===== config.mk =====
export PLATFORM = sky130hd
export DESIGN_NAME = bsii_load
export DESIGN_NICKNAME = d
export VERILOG_FILES = /design/src/sv/bsii_pkg.sv /design/src/sv/bsii_load.sv
export SDC_FILE = /design/constraint.sdc
export NUM_CORES = 1
export LEC_CHECK = 0
export BUFFER_PORTS_ARGS = -buffer_cell sky130_fd_sc_hd__buf_2
export CORE_AREA = 2 2 113 115
export DETAILED_ROUTE_END_ITERATION = 10
export DIE_AREA = 0 0 115 117
export HOLD_SLACK_MARGIN = 0.03
export PLACE_DENSITY_LB_ADDON = 0.1
export SLEW_MARGIN = 25
export SYNTH_ARGS = -nofsm -noshare
export SYNTH_HDL_FRONTEND = slang
export SYNTH_SLANG_ARGS = --single-unit

===== constraint.sdc =====
create_clock -name clk -period 5.65 [get_ports clk]
set_input_delay 0.565 -clock clk [delete_from_list [all_inputs] [get_ports clk]]
set_output_delay 0.565 -clock clk [all_outputs]
set_load 0.01 [all_outputs]

===== src/sv/bsii_pkg.sv =====
// Shared types and constants for the box-sum integral image block.
// No dependencies; imported by the top, load and query modules of the block.
`default_nettype none

package bsii_pkg;

  localparam int SUM_BITS = 28;
  localparam int SIZE_W   = 7;
  localparam int RAD_W    = 6;
  localparam int POS_W    = 6;
  localparam int CFG_W    = 2;

  typedef logic [CFG_W-1:0]    cfg_idx_t;
  typedef logic [SIZE_W-1:0]   size_t;
  typedef logic [RAD_W-1:0]    rad_t;
  typedef logic [POS_W-1:0]    pos_t;
  typedef logic [SUM_BITS-1:0] sum_t;

  localparam cfg_idx_t CFG_ROW_COUNT = 2'd0;
  localparam cfg_idx_t CFG_COL_COUNT = 2'd1;
  localparam cfg_idx_t CFG_RADIUS    = 2'd2;

  localparam logic REQ_LOAD  = 1'b0;
  localparam logic REQ_QUERY = 1'b1;

  localparam logic STATUS_OK  = 1'b0;
  localparam logic STATUS_ERR = 1'b1;

  localparam size_t ROW_COUNT_RST = 7'd64;
  localparam size_t COL_COUNT_RST = 7'd64;
  localparam rad_t  RADIUS_RST    = 6'd1;

  typedef struct packed {
    logic wr_en;
    logic done;
  } load_stat_t;

  typedef struct packed {
    logic busy;
    logic port;
  } qry_stat_t;

endpackage

`default_nettype wire


===== src/sv/bsii_load.sv =====
// Load sequencer: raster position, running row sum and table entry update.
// Depends on bsii_pkg; reads the entry above through RAM port A, then writes.
`default_nettype none

module bsii_load import bsii_pkg::*; #(
  parameter int MAX_ROWS   = 64,
  parameter int MAX_COLS   = 64,
  parameter int VALUE_BITS = 16,
  localparam int DEPTH = MAX_ROWS * MAX_COLS,
  localparam int AW    = (DEPTH > 1) ? $clog2(DEPTH) : 1
) (
  input  wire logic                         clk,
  input  wire logic                         rst,
  input  wire logic                         restart,
  input  wire logic                         start_l,
  input  wire logic signed [VALUE_BITS-1:0] element_value,
  input  wire size_t                        rows,
  input  wire size_t                        cols,
  input  wire sum_t                         rdata,
  output logic [AW-1:0]                     rd_addr,
  output logic [AW-1:0]                     wr_addr,
  output sum_t                              wr_data,
  output load_stat_t                        stat
);

  localparam int RI_W = (MAX_ROWS > 1) ? $clog2(MAX_ROWS) : 1;
  localparam int CI_W = (MAX_COLS > 1) ? $clog2(MAX_COLS) : 1;

  logic [RI_W-1:0]               load_row;
  logic [CI_W-1:0]               load_col;
  sum_t                          row_sum;
  logic                          load_done;
  logic                          wr_en;
  logic signed [VALUE_BITS-1:0]  elem;
  logic signed [63:0]            elem_wide;
  sum_t                          sum_next;
  logic [AW-1:0]                 cur_addr;
  logic                          end_col;
  logic                          end_row;

  assign elem_wide = 64'(elem);
  assign sum_next  = row_sum + elem_wide[SUM_BITS-1:0];
  assign cur_addr  = AW'(load_row) * AW'(MAX_COLS) + AW'(load_col);
  assign rd_addr   = cur_addr - AW'(MAX_COLS);
  assign wr_addr   = cur_addr;
  assign wr_data   = sum_next + ((load_row != '0) ? rdata : '0);
  assign end_col   = (int'(load_col) + 1) >= int'(cols);
  assign end_row   = (int'(load_row) + 1) >= int'(rows);

  assign stat.wr_en = wr_en;
  assign stat.done  = load_done;

  always_ff @(posedge clk) begin
    if (rst || restart) begin
      load_row  <= '0;
      load_col  <= '0;
      row_sum   <= '0;
      load_done <= 1'b0;
      wr_en     <= 1'b0;
    end else begin
      wr_en <= start_l && !load_done;
      if (wr_en) begin
        if (end_col) begin
          load_col <= '0;
          row_sum  <= '0;
          if (end_row) begin
            load_done <= 1'b1;
          end else begin
            load_row <= RI_W'(load_row + 1'b1);
          end
        end else begin
          load_col <= CI_W'(load_col + 1'b1);
          row_sum  <= sum_next;
        end
      end
    end
  end

  always_ff @(posedge clk) begin
    if (start_l) begin
      elem <= element_value;
    end
  end

endmodule

`default_nettype wire


==> results.toml, run 1 <==
[clocking]
cts-root-buf = "sky130_fd_sc_hd__clkbuf_16"
clock_tree.htree_level_count = 3
numCtsBuffers = 9
cts_tree = "yes"
cts.clk_slew.worst_paths_ns = 0.05
clock_sinks = 58
max-clock-path-buffers = 2
clock_latency_ns = 0.33
cts.hold.buffers_added = 0

[routing]
route.detailed.vias_per_inst = 5.473
ant_nets = 0
drt_first_iter_violations = 203
drt-wirelength-per-cell_um = 15.09
routed_wl_um = 13580
remaining_drc_errors = 0
drt_first_pass_iters = 4
num_vias = 4926

[timing]
max-slew-margin-rel = 0.3145
final.setup_skew_ns = 0.009122
timing.hold.ws_ns = 0.4086
final.setup.tns_ns = 0
max_slew.worst_pin.slew_ns = 1.024
post_route_clock_period_utilization = 0.9491
unrepaired_setup_endpoints_after_global_routing = "true"
drv_slew = 0
final_period_minus_worst_setup_slack_ns = 5.362
timing.final.hold_violations = 0
final-setup-viol-count = 0
max_freq_mhz = 186.5

[logic_synthesis]
seq_total_area_yosys = 0.2450
yosysUniqueCellTypes = 57
syn_avg_cell_area_um2 = 8.389
synth.net_count = 779
ys_seq_elements = 58
synth_edf_count = 16
synth_async_sr_flop_share = 0
yosys_most_used_dff = "sky130_fd_sc_hd__dfxtp_1"
yosysWarningCount = 0
syn_inst = 643
netlist_area_um2 = 5394

[outcome]
status = "complete, no violations"

[setup_path]
worstReg2RegStart = "load_row[0]$_SDFFE_PP0P_"
critical_path.n_buffers_inverters = 2
reg2reg_slack_ns = 2.44
cpMaxStageDelayCell = "sky130_fd_sc_hd__a221o_1"
worstPathCellList = "ha_1 -> a21o_1 -> a21o_1 -> a21o_1 -> a21o_1 -> a221o_1 -> a21o_1 -> a21oi_1 -> o21ai_1 -> xor2_1 -> ha_1 -> inv_1 -> o21bai_1 -> a21oi_1 -> nand2_1 -> a21oi_1 -> o21ai_1 -> a21o_1 -> a21oi_1 -> xnor2_1 -> buf_2"
endpoint_of_the_worst_slack_reg_to_reg_timing_path = "load_row[3]$_SDFFE_PP0P_"
crit_type = "reg -> out"
timing.critical_path.to_type = "output port"
path_max_fanout = 6
cp_top_family = "compound AO/OA/AOI/OAI gates"
delay_of_the_slowest_critical_path_stage_ns = 0.42
crit_path_start_kind = "flop"
data_arrival_time_of_the_worst_path_ns = 4.80
crit_path_frequent_cell = "sky130_fd_sc_hd__a21o_1"
required_ns = 5.09
worst-r2r-cell-count = 12

[finish]
mostFrequentLayoutCell = "sky130_fd_sc_hd__buf_2"
fillerInstances = 1191
final_cell_count_no_fill = 900
final_nets = 881
area_of_the_multi_input_gates_um2 = 3850
layout_overhead_on_the_synthesized_area_pct = 18.16
most-common-layout-cells = "115 x sky130_fd_sc_hd__buf_2, 72 x sky130_fd_sc_hd__ha_1, 65 x sky130_fd_sc_hd__a21oi_1"
diodes = 0
layout-drive-gt1-share = 0.1947
ff_latch_area_um2 = 1321

[grt]
groute.usage.overall = 0.2018
pin_count_of_the_biggest_net_entering_global_routing = 30
antenna_found_initial = 0
grt_first_pass_wirelength_um = 21530
grt_overflow_total = 0
vias_in_the_first_global_route = 4619

[hold_path]
min_delay_path_depth = 1
hold_path_class = "in -> reg"
worst_hold_startpoint = "element_value[6]"
whs_endpoint = "elem[6]$_DFFE_PP_"

[die]
dieArea_um2 = 13460
std_cell_rows = 41
die-height_um = 117
core_area_um2 = 12310
count_of_pins_on_the_block_boundary = 116
die_w_um = 115
initial_utilization = 0.4381

[placement]
detailed_placer_s_ending_hpwl_um = 10750
place.detailed.instances = 884
number_of_buffers_added_on_ports = 115
place.gp.congestion = 0.9654

[flow_run]
cap_viol_max_count = 0

[power]
vdd_ir_drop_max_mv = 0.1628
pwr_density_cell_nw_per_um2 = 201.6
leakage_uw = 0.003176
[state kept, by name (all words and copies together), names as in the netlist]
register	count
load_row	6
load_done	1
load_col	6
wr_en	1
row_sum	28
elem	16
[worst max path at each step]
stage,endpoint,from,depth (start not counted),slack (ns)
6_report,wr_data[25],elem[9]$_DFFE_PP_,21,0.29
5_1_grt,wr_data[24],load_row[3]$_SDFFE_PP0P_,16,-0.02
4_1_cts,wr_data[25],row_sum[0]$_SDFFE_PP0P_,23,0.28
3_5_place_dp,wr_data[25],row_sum[0]$_SDFFE_PP0P_,23,0.64
3_3_place_gp,wr_data[25],row_sum[0]$_SDFFE_PP0P_,23,0.70
2_1_floorplan,wr_data[25],elem[9]$_DFFE_PP_,20,1.18
[repair_timing]
action,in CTS,in global routing
gates resized for setup,0,2
setup buffers,0,0
endpoints found under the setup margin,0,3
[layout make-up]
class | instances | share of cell area
Multi-Input combinational cell | 531 | 0.6040
Sequential cell | 58 | 0.2073
Timing Repair Buffer | 119 | 0.09501
Clock buffer | 11 | 0.03651
Tap cell | 150 | 0.02945
Inverter | 26 | 0.01531
Clock inverter | 5 | 0.01237
[kinds of logic (layout without fill, tap and decap cells)]
| kind of cell | count (synthesis) | count (layout) | share of synthesized area |
|---|---|---|---|
| DFF | 58 | 58 | 0.2450 |
| and+or+nand+nor | 203 | 203 | 0.1939 |
| xor gates and xnor gates | 67 | 67 | 0.1088 |
| buffers and inverters | 54 | 161 | 0.04314 |
| adders and majority gates | 74 | 74 | 0.1744 |
| AOI/OAI and AO/OA | 187 | 187 | 0.2347 |
[layer usage]
metal  part of all wire  track usage  wire (um)  vias to the layer above
met2               0.47       0.3494       6364                      126
met1               0.46       0.2618       6315                     2263
met3              0.050      0.02884        677                       16
met5                  0            0          0                        -
met4              0.017      0.06185        227                        0
li1                   -            -          -                     2521
[power by group]
group          total, uW  switching (uW)  leakage, uW  internal [uW]
clock                578             193     0.000153            385
combinational        257             149      0.00253            107
sequential           450            8.82     0.000496            442
[worst reg2reg max path, cell delays in order, from the launching register on]
cell                      delay [ns]
sky130_fd_sc_hd__dfxtp_1        0.42
sky130_fd_sc_hd__inv_1          0.15
sky130_fd_sc_hd__ha_1           0.35
sky130_fd_sc_hd__ha_1           0.28
sky130_fd_sc_hd__a21o_1         0.16
sky130_fd_sc_hd__a21o_1         0.17
sky130_fd_sc_hd__a21o_1         0.17
sky130_fd_sc_hd__a21o_1         0.17
sky130_fd_sc_hd__a21o_1         0.16
sky130_fd_sc_hd__a21oi_1        0.29
sky130_fd_sc_hd__nand3_1        0.27
sky130_fd_sc_hd__or4_1          0.49
sky130_fd_sc_hd__nand2_1        0.08
[per-stage QoR]
| step | area, um^2 | util | total power [uW] | setup WS [ns] |
|---|---|---|---|---|
| after detailed placement | 6052 | 0.4916 | 714.5 | 0.6448 |
| after floorplan | 5394 | - | 626.7 | 1.180 |
| after global placement | 6052 | 0.4916 | 711.6 | 0.7011 |
| final | 6374 | 0.5177 | 1285 | 0.2875 |
| after global routing | 6374 | 0.5177 | 1344 | -0.01599 |
| after CTS | 6364 | 0.5169 | 1297 | 0.2754 |
[synthesized netlist by cell type, types with 4 or more instances]
library cell / n / share of area
sky130_fd_sc_hd__ha_1: 72 / 0.17
sky130_fd_sc_hd__a21oi_1: 65 / 0.060
sky130_fd_sc_hd__xnor2_1: 44 / 0.071
sky130_fd_sc_hd__dfxtp_1: 42 / 0.16
sky130_fd_sc_hd__nand3_1: 39 / 0.036
sky130_fd_sc_hd__nand2_1: 37 / 0.026
sky130_fd_sc_hd__a21o_1: 34 / 0.047
sky130_fd_sc_hd__nor2_1: 34 / 0.024
sky130_fd_sc_hd__and2_1: 31 / 0.036
sky130_fd_sc_hd__inv_1: 26 / 0.018
sky130_fd_sc_hd__xor2_1: 23 / 0.037
sky130_fd_sc_hd__nand2b_1: 21 / 0.024
sky130_fd_sc_hd__clkbuf_1: 19 / 0.013
sky130_fd_sc_hd__edfxtp_1: 16 / 0.089
sky130_fd_sc_hd__o21ai_1: 15 / 0.014
sky130_fd_sc_hd__a22o_1: 14 / 0.023
sky130_fd_sc_hd__o21ai_0: 10 / 0.0093
sky130_fd_sc_hd__and3_1: 9 / 0.010
sky130_fd_sc_hd__nor3_1: 9 / 0.0084
sky130_fd_sc_hd__buf_4: 8 / 0.011
sky130_fd_sc_hd__nor2b_1: 7 / 0.0081
sky130_fd_sc_hd__o211ai_1: 7 / 0.0097
sky130_fd_sc_hd__o21a_1: 5 / 0.0070
sky130_fd_sc_hd__a31oi_1: 4 / 0.0046
sky130_fd_sc_hd__o21bai_1: 4 / 0.0056
Power figures use the tool's default switching activity.
==> run 2: changes to the inputs <==
--- a/config.mk
+++ b/config.mk
@@ -5,11 +5,12 @@
 export SDC_FILE = /design/constraint.sdc
 export NUM_CORES = 1
 export LEC_CHECK = 0
+export ABC_CLOCK_PERIOD_IN_PS = 5650
 export BUFFER_PORTS_ARGS = -buffer_cell sky130_fd_sc_hd__buf_2
 export CORE_AREA = 2 2 113 115
 export DETAILED_ROUTE_END_ITERATION = 10
 export DIE_AREA = 0 0 115 117
-export HOLD_SLACK_MARGIN = 0.03
+export GPL_TIMING_DRIVEN = 0
 export PLACE_DENSITY_LB_ADDON = 0.1
 export SLEW_MARGIN = 25
 export SYNTH_ARGS = -nofsm -noshare
==> results.toml, run 2 (synthesized netlist as in run 1, its figures left out) <==
[outcome]
status = "complete, no violations"

[grt]
vias_in_the_first_global_route = 4658
grt_overflow_total = 0
grt_first_pass_wirelength_um = 22180
groute.usage.overall = 0.2084
pin_count_of_the_biggest_net_entering_global_routing = 18
antenna_found_initial = 1

[timing]
final_period_minus_worst_setup_slack_ns = 5.499
final-setup-viol-count = 0
max_slew.worst_pin.slew_ns = 0.6338
max_freq_mhz = 181.9
pnr_worst_setup_slack_ns = 0.1515
final.setup_skew_ns = 0.006039
max-slew-margin-rel = 0.5759
post_route_clock_period_utilization = 0.9732
drv_slew = 0
timing.hold.ws_ns = 0.4054
timing.final.hold_violations = 0

[power]
leakage_uw = 0.003226
vdd_ir_drop_max_mv = 0.1375
sw_frac_of_total = 0.2900
p_comb_frac = 0.217
internal_uw = 859.3
pwr_density_cell_nw_per_um2 = 186.6
net_switching_power_uw = 351.0
p_clk_frac = 0.410
sequential_share_of_power = 0.372

[placement]
detailed_placer_s_ending_hpwl_um = 11230
number_of_buffers_added_on_ports = 115
place.gp.congestion = 0.8745
setup_slack_placement_ns = 0.3328
place.detailed.instances = 908

[setup_path]
required_ns = 5.09
crit_type = "reg -> out"
timing.critical_path.to_type = "output port"
crit_path_start_kind = "flop"
path_max_fanout = 13
data_arrival_time_of_the_worst_path_ns = 4.93

[clocking]
numCtsBuffers = 9
clock_latency_ns = 0.33
cts.clk_slew.worst_paths_ns = 0.05
cts-root-buf = "sky130_fd_sc_hd__clkbuf_16"
clock_tree.htree_level_count = 3
cts.hold.buffers_added = 0
cts_tree = "yes"
clock_sinks = 58
max-clock-path-buffers = 2

[routing]
routed_wl_um = 14100
remaining_drc_errors = 0
drt_first_pass_iters = 5
drt-wirelength-per-cell_um = 15.21
ant_nets = 0
route.detailed.vias_per_inst = 5.452
drt_first_iter_violations = 257
num_vias = 5054

[die]
dieArea_um2 = 13460
die_w_um = 115
std_cell_rows = 41
core_area_um2 = 12310
initial_utilization = 0.4381
count_of_pins_on_the_block_boundary = 116
die-height_um = 117

[finish]
layout_overhead_on_the_synthesized_area_pct = 20.25
most-common-layout-cells = "115 x sky130_fd_sc_hd__buf_2, 70 x sky130_fd_sc_hd__ha_1, 63 x sky130_fd_sc_hd__a21oi_1"
mostFrequentLayoutCell = "sky130_fd_sc_hd__buf_2"
layout-drive-gt1-share = 0.2049
regMostFlops = "row_sum"
final_cell_count_no_fill = 927
biggestRegsByFlops = "row_sum x28, elem x16"
largest_register_ff_count = 28
final_core_utilization = 0.5268
final_nets = 907

[hold_path]
hold_path_class = "in -> reg"

[flow_run]
cap_viol_max_count = 0
==> run 2: worst paths after layout <==
path / start / to / slack, ns / cells past startpoint
max reg2reg: load_col[0]$_SDFFE_PP0P_ / row_sum[6]$_SDFFE_PP0P_ / 2.15 / 12
min: element_value[5] / elem[5]$_DFFE_PP_ / 0.41 / 1
max: elem[15]$_DFFE_PP_ / wr_data[24] / 0.15 / 16
min reg2reg: row_sum[7]$_SDFFE_PP0P_ / row_sum[7]$_SDFFE_PP0P_ / 0.47 / 2
==> run 2: worst max-delay path, stage by stage, from the launching register on <==
cell	delay, ns
sky130_fd_sc_hd__edfxtp_1	0.63
sky130_fd_sc_hd__ha_1	0.50
sky130_fd_sc_hd__and3_1	0.27
sky130_fd_sc_hd__a31oi_1	0.15
sky130_fd_sc_hd__a41oi_1	0.34
sky130_fd_sc_hd__nand2_1	0.15
sky130_fd_sc_hd__xnor2_1	0.44
sky130_fd_sc_hd__ha_1	0.37
sky130_fd_sc_hd__a21oi_1	0.24
sky130_fd_sc_hd__o21ai_1	0.11
sky130_fd_sc_hd__a21oi_1	0.15
sky130_fd_sc_hd__nor2b_1	0.06
sky130_fd_sc_hd__o21ai_0	0.23
sky130_fd_sc_hd__or2b_2	0.34
sky130_fd_sc_hd__a221oi_2	0.31
sky130_fd_sc_hd__xnor2_1	0.16
sky130_fd_sc_hd__buf_2	0.15
==> run 2: power groups by stage <==
stage | Combinational [uW] | Sequential, uW | Clock [uW]
after CTS | 260 | 451 | 507
after global routing | 291 | 452 | 527
final | 263 | 451 | 497
after floorplan | 171 | 456 | 0
after global placement | 254 | 459 | 0
after detailed placement | 257 | 459 | 0
==> run 2: timing repair <==
item / 4_1_cts / 5_1_grt
gates resized for setup: 1 / 8
cloned: 0 / 0
endpoints found under the setup margin: 2 / 7
setup buffers: 0 / 3
pin swaps: 0 / 3
==> run 2: cell type report <==
| type | count | area (um^2) |
|---|---|---|
| diodes | 1 | 2.502 |
| plain buffers | 27 | 131.4 |
| clock buffers | 13 | 250.2 |
| clock inverters | 3 | 16.27 |
| fillers | 1223 | 5826 |
| inverters | 26 | 97.59 |
| multi-input cells | 531 | 3881 |
| flip-flops and latches | 58 | 1321 |
| well taps | 150 | 187.7 |
| repair buffers | 118 | 598.1 |
==> run 2: per-stage QoR <==
stage | total power, uW | TNS (ns) | instance area, um^2
2_1_floorplan | 626.7 | 0 | 5394
3_3_place_gp | 712.6 | 0 | 6157
3_5_place_dp | 716.1 | 0 | 6157
4_1_cts | 1217 | 0 | 6431
5_1_grt | 1270 | -0.06405 | 6486
6_report | 1210 | 0 | 6486
==> run 2: per-layer routing <==
| metal | vias to the layer above | share of wire | routed length, um | global-route usage |
|---|---|---|---|---|
| li1 | 2569 | - | - | - |
| met1 | 2347 | 0.46 | 6545 | 0.2776 |
| met2 | 127 | 0.48 | 6754 | 0.3510 |
| met3 | 11 | 0.046 | 645 | 0.03502 |
| met4 | 0 | 0.011 | 157 | 0.05703 |
| met5 | - | 0 | 0 | 0 |
