File: src/sv/bsii_pkg.sv
// Shared types and constants for the box-sum integral image block.
// No dependencies; imported by the top, load and query modules of the block.
`default_nettype none

package bsii_pkg;

  localparam int SUM_BITS = 28;
  localparam int SIZE_W   = 7;
  localparam int RAD_W    = 6;
  localparam int POS_W    = 6;
  localparam int CFG_W    = 2;

  typedef logic [CFG_W-1:0]    cfg_idx_t;
  typedef logic [SIZE_W-1:0]   size_t;
  typedef logic [RAD_W-1:0]    rad_t;
  typedef logic [POS_W-1:0]    pos_t;
  typedef logic [SUM_BITS-1:0] sum_t;

  localparam cfg_idx_t CFG_ROW_COUNT = 2'd0;
  localparam cfg_idx_t CFG_COL_COUNT = 2'd1;
  localparam cfg_idx_t CFG_RADIUS    = 2'd2;

  localparam logic REQ_LOAD  = 1'b0;
  localparam logic REQ_QUERY = 1'b1;

  localparam logic STATUS_OK  = 1'b0;
  localparam logic STATUS_ERR = 1'b1;

  localparam size_t ROW_COUNT_RST = 7'd64;
  localparam size_t COL_COUNT_RST = 7'd64;
  localparam rad_t  RADIUS_RST    = 6'd1;

  typedef struct packed {
    logic wr_en;
    logic done;
  } load_stat_t;

  typedef struct packed {
    logic busy;
    logic port;
  } qry_stat_t;

endpackage

`default_nettype wire

File: src/sv/bsii_query.sv
// Query unit: clips the window, issues two pairs of table reads, combines them.
// Depends on bsii_pkg; uses both RAM read ports, first in the accepting cycle, then in rd2.
`default_nettype none

module bsii_query import bsii_pkg::*; #(
  parameter int MAX_ROWS = 64,
  parameter int MAX_COLS = 64,
  localparam int DEPTH = MAX_ROWS * MAX_COLS,
  localparam int AW    = (DEPTH > 1) ? $clog2(DEPTH) : 1
) (
  input  wire logic        clk,
  input  wire logic        rst,
  input  wire logic        start_q,
  input  wire pos_t        query_row,
  input  wire pos_t        query_col,
  input  wire size_t       rows,
  input  wire size_t       cols,
  input  wire rad_t        radius,
  input  wire logic        load_done,
  input  wire sum_t        rdata_a,
  input  wire sum_t        rdata_b,
  output logic [AW-1:0]    addr_a,
  output logic [AW-1:0]    addr_b,
  output qry_stat_t        stat,
  output logic             done,
  output logic signed [SUM_BITS-1:0] block_sum,
  output logic             status
);

  function automatic logic [AW-1:0] flat(input size_t r, input size_t c);
    return AW'(r) * AW'(MAX_COLS) + AW'(c);
  endfunction

  logic          rd2;
  logic          fin;
  logic [AW-1:0] addr_a2;
  logic [AW-1:0] addr_b2;
  logic          has_top_q;
  logic          has_left_q;
  logic          err_q;
  sum_t          partial;

  size_t row_hi, col_hi, bot, right;
  pos_t  top_m1, left_m1;
  logic  has_top, has_left, err;

  always_comb begin
    row_hi   = {1'b0, query_row} + {1'b0, radius};
    col_hi   = {1'b0, query_col} + {1'b0, radius};
    bot      = (row_hi > rows - 7'd1) ? rows - 7'd1 : row_hi;
    right    = (col_hi > cols - 7'd1) ? cols - 7'd1 : col_hi;
    has_top  = query_row > radius;
    has_left = query_col > radius;
    top_m1   = query_row - radius - 6'd1;
    left_m1  = query_col - radius - 6'd1;
    err      = !load_done || ({1'b0, query_row} >= rows) || ({1'b0, query_col} >= cols);
  end

  assign addr_a    = rd2 ? addr_a2 : flat(bot, right);
  assign addr_b    = rd2 ? addr_b2 : flat({1'b0, top_m1}, right);
  assign stat.busy = rd2;
  assign stat.port = rd2 || start_q;

  always_ff @(posedge clk) begin
    if (rst) begin
      rd2  <= 1'b0;
      fin  <= 1'b0;
      done <= 1'b0;
    end else begin
      rd2  <= start_q;
      fin  <= rd2;
      done <= fin;
    end
  end

  always_ff @(posedge clk) begin
    if (start_q) begin
      addr_a2    <= flat(bot, {1'b0, left_m1});
      addr_b2    <= flat({1'b0, top_m1}, {1'b0, left_m1});
      has_top_q  <= has_top;
      has_left_q <= has_left;
      err_q      <= err;
    end
    if (rd2) begin
      partial <= rdata_a - (has_top_q ? rdata_b : '0);
    end
    if (fin) begin
      block_sum <= err_q ? '0 : partial - (has_left_q ? rdata_a : '0)
                   + ((has_top_q && has_left_q) ? rdata_b : '0);
      status    <= err_q ? STATUS_ERR : STATUS_OK;
    end
  end

endmodule

`default_nettype wire
File: config.mk
export PLATFORM = sky130hd
export DESIGN_NAME = bsii_query
export DESIGN_NICKNAME = d
export VERILOG_FILES = /design/src/sv/bsii_pkg.sv /design/src/sv/bsii_query.sv
export SDC_FILE = /design/constraint.sdc
export NUM_CORES = 1
export LEC_CHECK = 0
export ABC_AREA = 1
export ABC_CLOCK_PERIOD_IN_PS = 4500
export BUFFER_PORTS_ARGS = -buffer_cell sky130_fd_sc_hd__clkbuf_2
export CORE_ASPECT_RATIO = 1.25
export CORE_MARGIN = 5
export CORE_UTILIZATION = 50
export CTS_CLUSTER_SIZE = 30
export DETAILED_ROUTE_END_ITERATION = 8
export PLACE_DENSITY = 0.74
export SYNTH_ARGS = -nofsm -noshare
export SYNTH_HDL_FRONTEND = slang
export SYNTH_SLANG_ARGS = --single-unit
File: constraint.sdc
create_clock -name clk -period 4.5 [get_ports clk]
set_input_delay 0.9 -clock clk [delete_from_list [all_inputs] [get_ports clk]]
set_output_delay 0.9 -clock clk [all_outputs]
set_load 0.05 [all_outputs]
==> impl_metrics.py, run 1 <==
metrics = {
    "outcome": {
        "outcome": "finished with violations",
        "violations": "negative setup slack",
    },
    "synthesis": {
        "yosys.area_share.simple": 0.2342,
        "async_flop_share": 0,
        "synth_top_family_by_area": "simple AND/OR/NAND/NOR gates",
        "synth.most_common_cell": "nand2_1",
        "yosysWarnings": 0,
        "synth-seq-cells": 81,
        "yosys.area.top_type_share": 0.2467,
        "synth_fa_ha_area_frac": 0.2164,
        "synth_mux_area_frac": 0,
        "syn_nets": 1520,
        "synthXorXnorAreaFrac": 0.04060,
        "syn_avg_cell_area_um2": 7.399,
        "synthCells": 1283,
        "ys_types": 57,
        "synth_compound_area_frac": 0.1475,
        "synth_edf_count": 78,
        "synthTopCellsByArea": "edfxtp_1, ha_1, nand2_1",
        "syn_area_um2": 9493,
        "synth_top_area_cell": "edfxtp_1",
        "synth_flop_cell": "edfxtp_1",
        "ys_seq_area_frac": 0.2531,
        "ys_top_cells_by_count": "nand2_1, inv_1, ha_1",
    },
    "pwr": {
        "vdd_drop_max_mv": 0.2191,
        "leakage_uw": 0.006216,
        "powerDensity_nw_per_um2": 378.1,
        "power_uw": 4735,
    },
    "route": {
        "post_drt_wl_per_cell_um": 15.80,
        "vias": 9394,
        "drt_iter0_drc": 494,
        "drc_errors": 0,
        "totalWireLength_um": 27920,
        "drt_pass1_iterations": 5,
        "antenna_left": 0,
        "viasPerCell": 5.316,
    },
    "hold_path": {
        "hp-class": "flop to flop",
        "min-delay-start": "partial[0]$_DFFE_PP_",
        "min_path_cells": 3,
    },
    "setup_path": {
        "r2r-start": "has_left_q$_DFFE_PP_",
        "cp_slowest_cell": "ha_1",
        "path_class": "input port to output pin",
        "cp-startpoint": "radius[3]",
        "start_kind": "input port",
        "critPathMaxFanout": 4,
        "slowest_delay_ns": 0.35,
        "crit_path_end_kind": "output pin",
        "crit_required_ns": 3.60,
        "cp_cell_sequence": "clkbuf_2 > inv_2 > ha_4 > inv_2 > nand2_1 > nand2_2 > a31oi_4 > nor2_1 > nor2_1 > o21bai_1 > ha_1 > nand2_4 > nor2_4 > nand2_1 > o211ai_1 > buf_4 > a21oi_4 > ha_4 > nand3_4 > nor2_4 > a21oi_2 > nand3b_1 > nand2_4 > buf_12",
        "worstPathArrival_ns": 4.05,
        "r2r_cells": 15,
    },
    "clock_network": {
        "clk_pin_slew_ns": 0.07,
        "clk_latency_ns": 0.35,
        "cts_hold_buffers": 0,
        "cts.sinks": 81,
        "numCtsBuffers": 9,
        "cts_tree": "built",
        "clock-root-buffer": "clkbuf_16",
        "clockBufferDepth": 2,
        "cts.htree.levels": 3,
    },
    "timing": {
        "skew_ns": 0.01238,
        "finalHoldViolations": 0,
        "timing.final.crit_share": 1.100,
        "fin_tns_setup_ns": -7.071,
        "rsz0062_at_grt": "yes",
        "max_slew.worst_pin.slew_ns": 0.7659,
        "hold-worst-slack_ns": 0.6924,
        "slew_headroom": 0.4894,
        "setup_ws_ns": -0.4516,
        "maxSlewViolCount": 0,
        "max_freq_mhz": 202.0,
        "setup_violations": 24,
        "period_minus_slack_ns": 4.952,
    },
    "placement": {
        "preCtsSetupSlack_ns": -0.6378,
        "place_hpwl_um": 22720,
        "io_buffers": 147,
        "place_congestion": 1.014,
        "dpl_cell_area_um2": 11560,
    },
    "layout": {
        "fill_cells": 1610,
        "fin_nets": 1768,
        "syn_to_final_growth_pct": 31.91,
        "drive_gt1_frac": 0.2691,
        "insertedDiodeCount": 0,
        "fin_area_um2": 12520,
    },
    "global_route": {
        "grt_usage": 0.2533,
        "grt_max_degree": 31,
        "grt.met2_usage": 0.4956,
        "gr-total-overflow": 0,
        "busiest_layer": "met2",
        "met3_usage": 0.03339,
        "grt_pass1_vias": 9578,
        "use_met1": 0.2724,
        "grt_pass1_wl_um": 44720,
        "antenna_found_initial": 0,
    },
    "floorplan": {
        "initial_core_util": 0.5074,
        "die_h_um": 164.1,
        "num_rows": 56,
        "die_w_um": 133.2,
        "dieArea_um2": 21860,
        "core_region_area_um2": 18710,
        "ios": 148,
    },
    "run": {
        "drv_cap": 0,
    },
}
## final timing paths
path | endpoint | slack, ns
setup reg to reg | block_sum[27]$_SDFFCE_PP0P_ | 0.94
hold / removal | block_sum[0]$_SDFFCE_PP0P_ | 0.69
setup / recovery | addr_b[11] | -0.45
hold reg to reg | block_sum[0]$_SDFFCE_PP0P_ | 0.69
## metrics by stage
step           instances  utilization
5_1_grt             1767       0.6693
4_1_cts             1765       0.6574
6_report            1767       0.6693
3_5_place_dp        1735       0.6179
3_3_place_gp        1735       0.6179
2_1_floorplan       1283            -
## layer usage
metal	wire length, µm	up-vias	share of wire
met3	1109	83	0.040
met4	1191	0	0.043
met5	0	-	0
li1	-	4690	-
met1	10510	4331	0.38
met2	15110	290	0.54
## area by class of cell
type,count,area [µm²],area share
Clock buffer,10,229.0,0.01829
Clock inverter,5,81.33,0.006495
Inverter,234,897.1,0.07164
Multi-Input combinational cell,945,6648,0.5309
Sequential cell,81,2404,0.1919
Tap cell,232,290.3,0.02318
Timing Repair Buffer,259,1966,0.1570
Timing Repair inverter,1,7.507,0.0005995
## registers in the layout, summed over array words and instances, names as in the netlist
register    flops
block_sum      28
partial        28
addr_a2        12
addr_b2         6
done            1
err_q           1
fin             1
has_left_q      1
has_top_q       1
rd2             1
status          1
## critical path: cells and delay by family
family                   cells  cell delay (ns)
AND/OR/NAND/NOR             11             1.08
adder cells (fa/ha/maj)      3             0.81
AO/OA/AOI/OAI                5             0.70
buffers and inverters        5             0.54
## repair_timing
item,in CTS,in global routing
setup endpoints to repair,24,24
pin swaps,46,18
gates cloned,1,0
buffers inserted,16,8
resized for setup,77,54
## power breakdown
group	internal, µW	leakage (µW)	switching, µW	total, µW
Sequential	965	0.000755	29.8	995
Combinational	1140	0.00531	1800	2930
Clock	484	0.000150	325	809
## cell families (layout without fill, tap and decap cells)
logic type               after synthesis  in the layout
AO/OA/AOI/OAI                        235            235
buffers and inverters                257            509
XOR/XNOR                              44             44
AND/OR/NAND/NOR                      521            521
adder cells (fa/ha/maj)              145            145
flip-flops                            81             81
## cell usage in the layout, fill, tap and decap left out, types with 5 or more instances in the layout
master	Yosys	final
buf_12	0	17
o21ai_0	65	51
nor4_1	6	6
a21oi_2	3	6
xnor2_1	12	11
o21ai_2	4	9
nor3_1	17	17
buf_8	0	10
o21ai_4	2	13
a21o_1	9	9
o21bai_1	8	8
nand3b_1	5	5
buf_6	1	9
ha_4	0	12
nand3_2	3	8
nand2_1	309	283
nand2_2	8	24
a21oi_1	105	100
nor2_2	7	10
nor2_1	93	86
nor2_4	1	5
clkbuf_16	0	9
buf_4	7	103
o211ai_1	6	6
nand3_1	48	42
edfxtp_1	78	78
fa_1	32	30
o21ai_1	9	7
inv_2	7	12
xor2_1	32	31
nand4_1	13	13
nand2_4	2	11
clkbuf_2	0	120
inv_1	226	218
ha_1	113	99
Note: power is estimated with default switching activity, not from simulation.
==> run 2: changes to the inputs <==
--- a/config.mk
+++ b/config.mk
@@ -8,9 +8,10 @@
 export ABC_AREA = 1
 export ABC_CLOCK_PERIOD_IN_PS = 4500
 export BUFFER_PORTS_ARGS = -buffer_cell sky130_fd_sc_hd__clkbuf_2
-export CORE_ASPECT_RATIO = 1.25
+export CORE_ASPECT_RATIO = 0.6
 export CORE_MARGIN = 5
 export CORE_UTILIZATION = 50
+export CTS_CLUSTER_DIAMETER = 150
 export CTS_CLUSTER_SIZE = 30
 export DETAILED_ROUTE_END_ITERATION = 8
 export PLACE_DENSITY = 0.74
==> run 2 against run 1 <==
Against the previous run:
- the flow still finishes with violations (negative setup slack)
- maximum frequency fell by 1.9%
- largest power group unchanged
- worst hold slack got worse by 0.0086 ns
- flip-flop and latch count did not move
- largest cell class unchanged
==> impl_metrics.py, run 2 (synthesized netlist as in run 1, its figures left out) <==
metrics = {
    "outcome": {
        "outcome": "finished with violations",
        "violations": "negative setup slack",
    },
    "clock_network": {
        "cts_tree": "built",
        "clockBufferDepth": 2,
        "cts.htree.levels": 3,
        "clk_latency_ns": 0.35,
        "cts.sinks": 81,
        "cts_hold_buffers": 0,
        "clock-root-buffer": "clkbuf_16",
        "numCtsBuffers": 9,
        "clk_pin_slew_ns": 0.07,
    },
    "setup_path": {
        "cp_slowest_cell": "fa_2",
        "path_class": "input port to output pin",
        "cp-startpoint": "radius[0]",
        "worstPathArrival_ns": 4.15,
        "slowest_delay_ns": 0.39,
        "crit_path_end_kind": "output pin",
        "r2r_cells": 16,
        "cp_cell_sequence": "buf_8 > ha_4 > fa_2 > a31oi_4 > nor2_1 > nor2_1 > o21bai_1 > ha_1 > nand2_2 > nor2_4 > nand2_1 > o211ai_1 > nor2_1 > a21oi_4 > ha_4 > nand3_4 > nor2_4 > a21oi_1 > nand3b_1 > nand2_4 > clkbuf_16",
        "crit_required_ns": 3.60,
        "r2r-start": "has_top_q$_DFFE_PP_",
        "critPathMaxFanout": 3,
        "crit_path_frequent_cell": "nor2_1",
        "start_kind": "input port",
    },
    "pwr": {
        "vdd_drop_max_mv": 0.3792,
        "power_uw": 4851,
        "powerDensity_nw_per_um2": 385.4,
        "leakage_uw": 0.006225,
    },
    "layout": {
        "fin_nets": 1766,
        "insertedDiodeCount": 0,
        "fill_cells": 1578,
        "top_regs": "block_sum: 28 flops, partial: 28 flops, addr_a2: 12 flops",
        "drive_gt1_frac": 0.2627,
        "utilization": 0.6683,
        "layout_commonest_cell": "nand2_1",
        "syn_to_final_growth_pct": 32.60,
        "fin_area_um2": 12590,
        "mostFrequentLayoutCells": "nand2_1, inv_1, clkbuf_2, a21oi_1, buf_4",
        "fin_cells": 1780,
    },
    "route": {
        "totalWireLength_um": 29850,
        "vias": 9418,
        "drt_iter0_drc": 975,
        "drc_errors": 0,
        "post_drt_wl_per_cell_um": 16.77,
        "antenna_left": 0,
        "viasPerCell": 5.291,
        "drt_pass1_iterations": 6,
    },
    "timing": {
        "setup_ws_ns": -0.5453,
        "slew_headroom": 0.5751,
        "setup_violations": 22,
        "skew_ns": 0.008991,
        "maxSlewViolCount": 0,
        "fin_tns_setup_ns": -6.091,
        "max_freq_mhz": 198.2,
        "timing.final.crit_share": 1.121,
        "rsz0062_at_grt": "yes",
        "finalHoldViolations": 0,
        "period_minus_slack_ns": 5.045,
        "max_slew.worst_pin.slew_ns": 0.6328,
    },
    "floorplan": {
        "dieArea_um2": 21930,
        "initial_core_util": 0.5040,
        "die_w_um": 187.9,
        "ios": 148,
        "num_rows": 39,
        "die_h_um": 116.7,
        "core_region_area_um2": 18840,
    },
    "global_route": {
        "antenna_found_initial": 1,
        "grt_max_degree": 39,
        "grt_pass1_wl_um": 46740,
        "gr-total-overflow": 0,
        "grt_pass1_vias": 8866,
        "grt_usage": 0.2682,
    },
    "run": {
        "drv_cap": 0,
    },
    "placement": {
        "dpl_cell_area_um2": 11610,
        "dp.cells": 1746,
        "io_buffers": 147,
        "place_congestion": 0.9672,
        "place_hpwl_um": 24460,
    },
    "hold_path": {
        "min_path_cells": 3,
        "hp-class": "flop to flop",
        "min-delay-start": "partial[0]$_DFFE_PP_",
    },
}
[run 2: cell count changes in the layout (fill, tap and decap cells not counted), sizes merged]
| cell | before | now |
|---|---|---|
| buf | 139 | 135 |
| inv | 232 | 234 |
| clkbuf | 130 | 131 |
| clkinv | 4 | 3 |
| clkinvlp | 2 | 3 |
[run 2: final timing paths]
check | end | slack, ns
max reg2reg | block_sum[26]$_SDFFCE_PP0P_ | 1.09
min | block_sum[0]$_SDFFCE_PP0P_ | 0.68
min reg2reg | block_sum[0]$_SDFFCE_PP0P_ | 0.68
max | addr_b[11] | -0.55
[run 2: where the power goes]
part	internal (µW)	switching, µW	total, µW
sequential	965	31.5	997
combinational	1160	1860	3020
clock	492	345	836
total	2610	2240	4850
[run 2: worst max-delay path, delay by kind of cell]
kind | cells | cell delay (ns)
and+or+nand+nor | 10 | 1.13
adders and majority gates | 4 | 1.10
AOI/OAI and AO/OA | 5 | 0.75
buffers and inverters | 2 | 0.26
[run 2: per-layer routing]
metal | track usage | part of all wire
met5 | 0 | 0.00040
met4 | 0.04741 | 0.015
met3 | 0.06840 | 0.10
met2 | 0.3755 | 0.39
met1 | 0.4180 | 0.49
[run 2: final cells by class]
type	count	area, µm²	share of cell area
clock buffer	9	225.2	0.01789
clock inverter	7	101.3	0.008052
inverter	234	897.1	0.07127
multi-input combinational	945	6660	0.5291
sequential	81	2404	0.1910
tap	246	307.8	0.02445
timing repair buffer	257	1976	0.1570
timing repair inverter	1	16.27	0.001292
[run 2: repair_timing]
| action | in CTS | in global routing |
|---|---|---|
| buffers inserted | 18 | 4 |
| cloned | 1 | 0 |
| setup endpoints to repair | 24 | 24 |
| resized for setup | 63 | 55 |
| pin swaps | 39 | 33 |
[run 2: metrics by stage]
stage	setup WS (ns)	hold WS (ns)
global route	-0.6849	0.7023
finish	-0.5453	0.6838
detailed placement	-0.6494	0.6538
global placement	-0.5465	0.6697
CTS	-0.4138	0.6806
floorplan	-0.07333	0.4244
==> run 3: changes to the inputs <==
--- a/config.mk
+++ b/config.mk
@@ -8,12 +8,14 @@
 export ABC_AREA = 1
 export ABC_CLOCK_PERIOD_IN_PS = 4500
 export BUFFER_PORTS_ARGS = -buffer_cell sky130_fd_sc_hd__clkbuf_2
+export CAP_MARGIN = 0
 export CORE_ASPECT_RATIO = 0.6
 export CORE_MARGIN = 5
 export CORE_UTILIZATION = 50
 export CTS_CLUSTER_DIAMETER = 150
 export CTS_CLUSTER_SIZE = 30
 export DETAILED_ROUTE_END_ITERATION = 8
+export MAX_ROUTING_LAYER = met4
 export PLACE_DENSITY = 0.74
 export SYNTH_ARGS = -nofsm -noshare
 export SYNTH_HDL_FRONTEND = slang
==> run 3 against run 2 <==
Against the previous run:
- the flow still finishes with violations (negative setup slack)
- flip-flop and latch count did not move
- clock-buffer cell count did not move
- maximum frequency barely moved
- non-clock buffer count fell by 1
- clock skew rose by 0.0063 ns
- global-route usage rose by 1.3 points
- total power fell by 2.0%
- cell count rose by 0.11%
- sequential share of layout area rose by 0.051 points
- cell area fell by 0.27%
- via count rose by 1.9%
- critical path type unchanged
- largest power group unchanged
==> impl_metrics.py, run 3 (synthesized netlist as in run 1, its figures left out) <==
metrics = {
    "floorplan": {
        "num_rows": 39,
        "die_h_um": 116.7,
        "core_region_area_um2": 18840,
        "dieArea_um2": 21930,
        "die_w_um": 187.9,
        "initial_core_util": 0.5040,
        "ios": 148,
    },
    "setup_path": {
        "cp_cell_sequence": "buf_8 > ha_4 > fa_2 > a31oi_4 > nor2_1 > nor2_1 > o21bai_2 > ha_4 > nand2_4 > o211ai_1 > buf_4 > a21oi_4 > buf_6 > ha_4 > ha_4 > nand2_4 > nand2_4 > buf_6 > o21ai_4 > buf_12",
        "cp_slowest_cell": "fa_2",
        "path_class": "input port to output pin",
        "worstPathArrival_ns": 4.15,
        "reg2reg_setup_slack_ns": 1.06,
        "crit_required_ns": 3.60,
        "start_kind": "input port",
        "crit_path_end_kind": "output pin",
        "r2r-end": "block_sum[26]$_SDFFCE_PP0P_",
        "r2r_cells": 16,
        "critical_path_buf_inv_count": 5,
        "slowest_delay_ns": 0.39,
        "critPathMaxFanout": 3,
        "r2r-start": "has_top_q$_DFFE_PP_",
        "crit_family": "adder cells",
        "crit_path_frequent_cell": "ha_4",
    },
    "hold_path": {
        "holdPathEnd": "block_sum[0]$_SDFFCE_PP0P_",
        "hp-class": "flop to flop",
        "min_path_cells": 3,
        "min-delay-start": "partial[0]$_DFFE_PP_",
    },
    "timing": {
        "finalHoldViolations": 0,
        "slew_headroom": 0.4129,
        "rsz0062_at_grt": "yes",
        "timing.final.crit_share": 1.122,
        "hold-worst-slack_ns": 0.6905,
        "setup_ws_ns": -0.5488,
        "max_slew.worst_pin.slew_ns": 0.8807,
        "max_freq_mhz": 198.1,
        "setup_violations": 24,
        "period_minus_slack_ns": 5.049,
        "maxSlewViolCount": 0,
        "skew_ns": 0.01531,
    },
    "layout": {
        "top_regs": "block_sum: 28 flops, partial: 28 flops, addr_a2: 12 flops",
        "layout_commonest_cell": "nand2_1",
        "utilization": 0.6665,
        "mostFrequentLayoutCells": "nand2_1, inv_1, clkbuf_2, a21oi_1, ha_1",
        "fin_area_um2": 12550,
        "drive_gt1_frac": 0.2635,
        "fin_nets": 1765,
        "fill_cells": 1566,
        "syn_to_final_growth_pct": 32.24,
        "fin_cells": 1782,
    },
    "route": {
        "vias": 9595,
        "post_drt_wl_per_cell_um": 16.95,
        "totalWireLength_um": 30200,
        "antenna_left": 0,
        "viasPerCell": 5.384,
        "drt_iter0_drc": 999,
        "drc_errors": 0,
        "drt_pass1_iterations": 5,
    },
    "placement": {
        "place_hpwl_um": 24440,
        "dpl_cell_area_um2": 11620,
        "io_buffers": 147,
        "dp.cells": 1747,
        "place_congestion": 0.9734,
    },
    "clock_network": {
        "cts_tree": "built",
        "numCtsBuffers": 9,
        "clk_pin_slew_ns": 0.07,
        "cts.sinks": 81,
        "clk_latency_ns": 0.35,
        "cts.htree.levels": 3,
        "clock-root-buffer": "clkbuf_16",
        "clockBufferDepth": 2,
    },
    "outcome": {
        "violations": "negative setup slack",
        "outcome": "finished with violations",
    },
    "pwr": {
        "leakage_uw": 0.006228,
        "powerDensity_nw_per_um2": 378.8,
        "power_uw": 4755,
        "vdd_drop_max_mv": 0.3757,
    },
    "global_route": {
        "grt_pass1_wl_um": 47310,
        "busiest_layer": "met1",
        "grt_pass1_vias": 8887,
        "grt_usage": 0.2812,
        "met3_usage": 0.06332,
        "antenna_found_initial": 2,
        "use_met1": 0.4276,
        "grt.met2_usage": 0.3750,
        "grt_max_degree": 33,
        "gr-total-overflow": 0,
    },
    "run": {
        "drv_cap": 0,
    },
}
[run 3: changes by cell type in the layout (fill, tap and decap cells not counted), moves of 3 or more]
| cell | delta |
|---|---|
| nand2_4 | +4 |
| nand2_1 | -3 |
| diode_2 | +3 |
| o21ai_1 | +3 |
| nand3_2 | +3 |
[run 3: cell type report]
| type | instances | area [µm²] | share of cell area |
|---|---|---|---|
| repair inverters | 1 | 11.26 | 0.0008970 |
| well taps | 246 | 307.8 | 0.02452 |
| multi-input cells | 945 | 6680 | 0.5321 |
| clock buffers | 9 | 225.2 | 0.01794 |
| diodes | 3 | 7.507 | 0.0005980 |
| repair buffers | 256 | 1966 | 0.1566 |
| flip-flops and latches | 81 | 2404 | 0.1915 |
| inverters | 234 | 899.6 | 0.07166 |
| clock inverters | 7 | 52.55 | 0.004186 |
[run 3: metrics by stage]
stage | worst slack (ns) | TNS (ns)
2_1_floorplan | -0.07333 | -0.2715
3_3_place_gp | -0.5576 | -4.327
3_5_place_dp | -0.6293 | -5.154
4_1_cts | -0.4105 | -4.006
5_1_grt | -0.7847 | -12.53
6_report | -0.5488 | -8.078
[run 3: worst max-delay path by stage]
stage	from	endpoint	slack [ns]	cells after the start
floorplan	radius[1]	addr_b[10]	-0.07	23
global placement	radius[1]	addr_b[11]	-0.56	25
detailed placement	radius[1]	addr_b[11]	-0.63	25
CTS	radius[2]	addr_b[11]	-0.41	25
global route	radius[0]	addr_b[11]	-0.78	19
finish	radius[0]	addr_a[8]	-0.55	20
[run 3: timing repair]
| action | 4_1_cts | 5_1_grt |
|---|---|---|
| hold buffers | 0 | 0 |
| gates resized for setup | 84 | 39 |
| buffers inserted | 21 | 1 |
| cloned | 1 | 0 |
| endpoints found under the setup margin | 20 | 24 |
| hold endpoints to repair | 0 | 0 |
| pin swaps | 42 | 20 |
[run 3: where the power goes]
group	switching [µW]	total, µW	leakage [µW]	internal [µW]
combinational	1870	3030	0.00534	1160
clock	346	725	0.000137	380
sequential	33.8	999	0.000755	965
total	2250	4750	0.00623	2500
[run 3: worst min-delay path: cells and delay by family, from the launching register on]
family                   cells  cell delay [ns]
flip-flops                   1             0.33
adder cells (fa/ha/maj)      1             0.14
AND/OR/NAND/NOR              1             0.07
buffers and inverters        1             0.04
[run 3: per-layer routing]
metal,share of wire,vias up
met4,0.018,0
li1,-,4676
met2,0.40,437
met1,0.49,4442
met3,0.099,40
met5,0,-
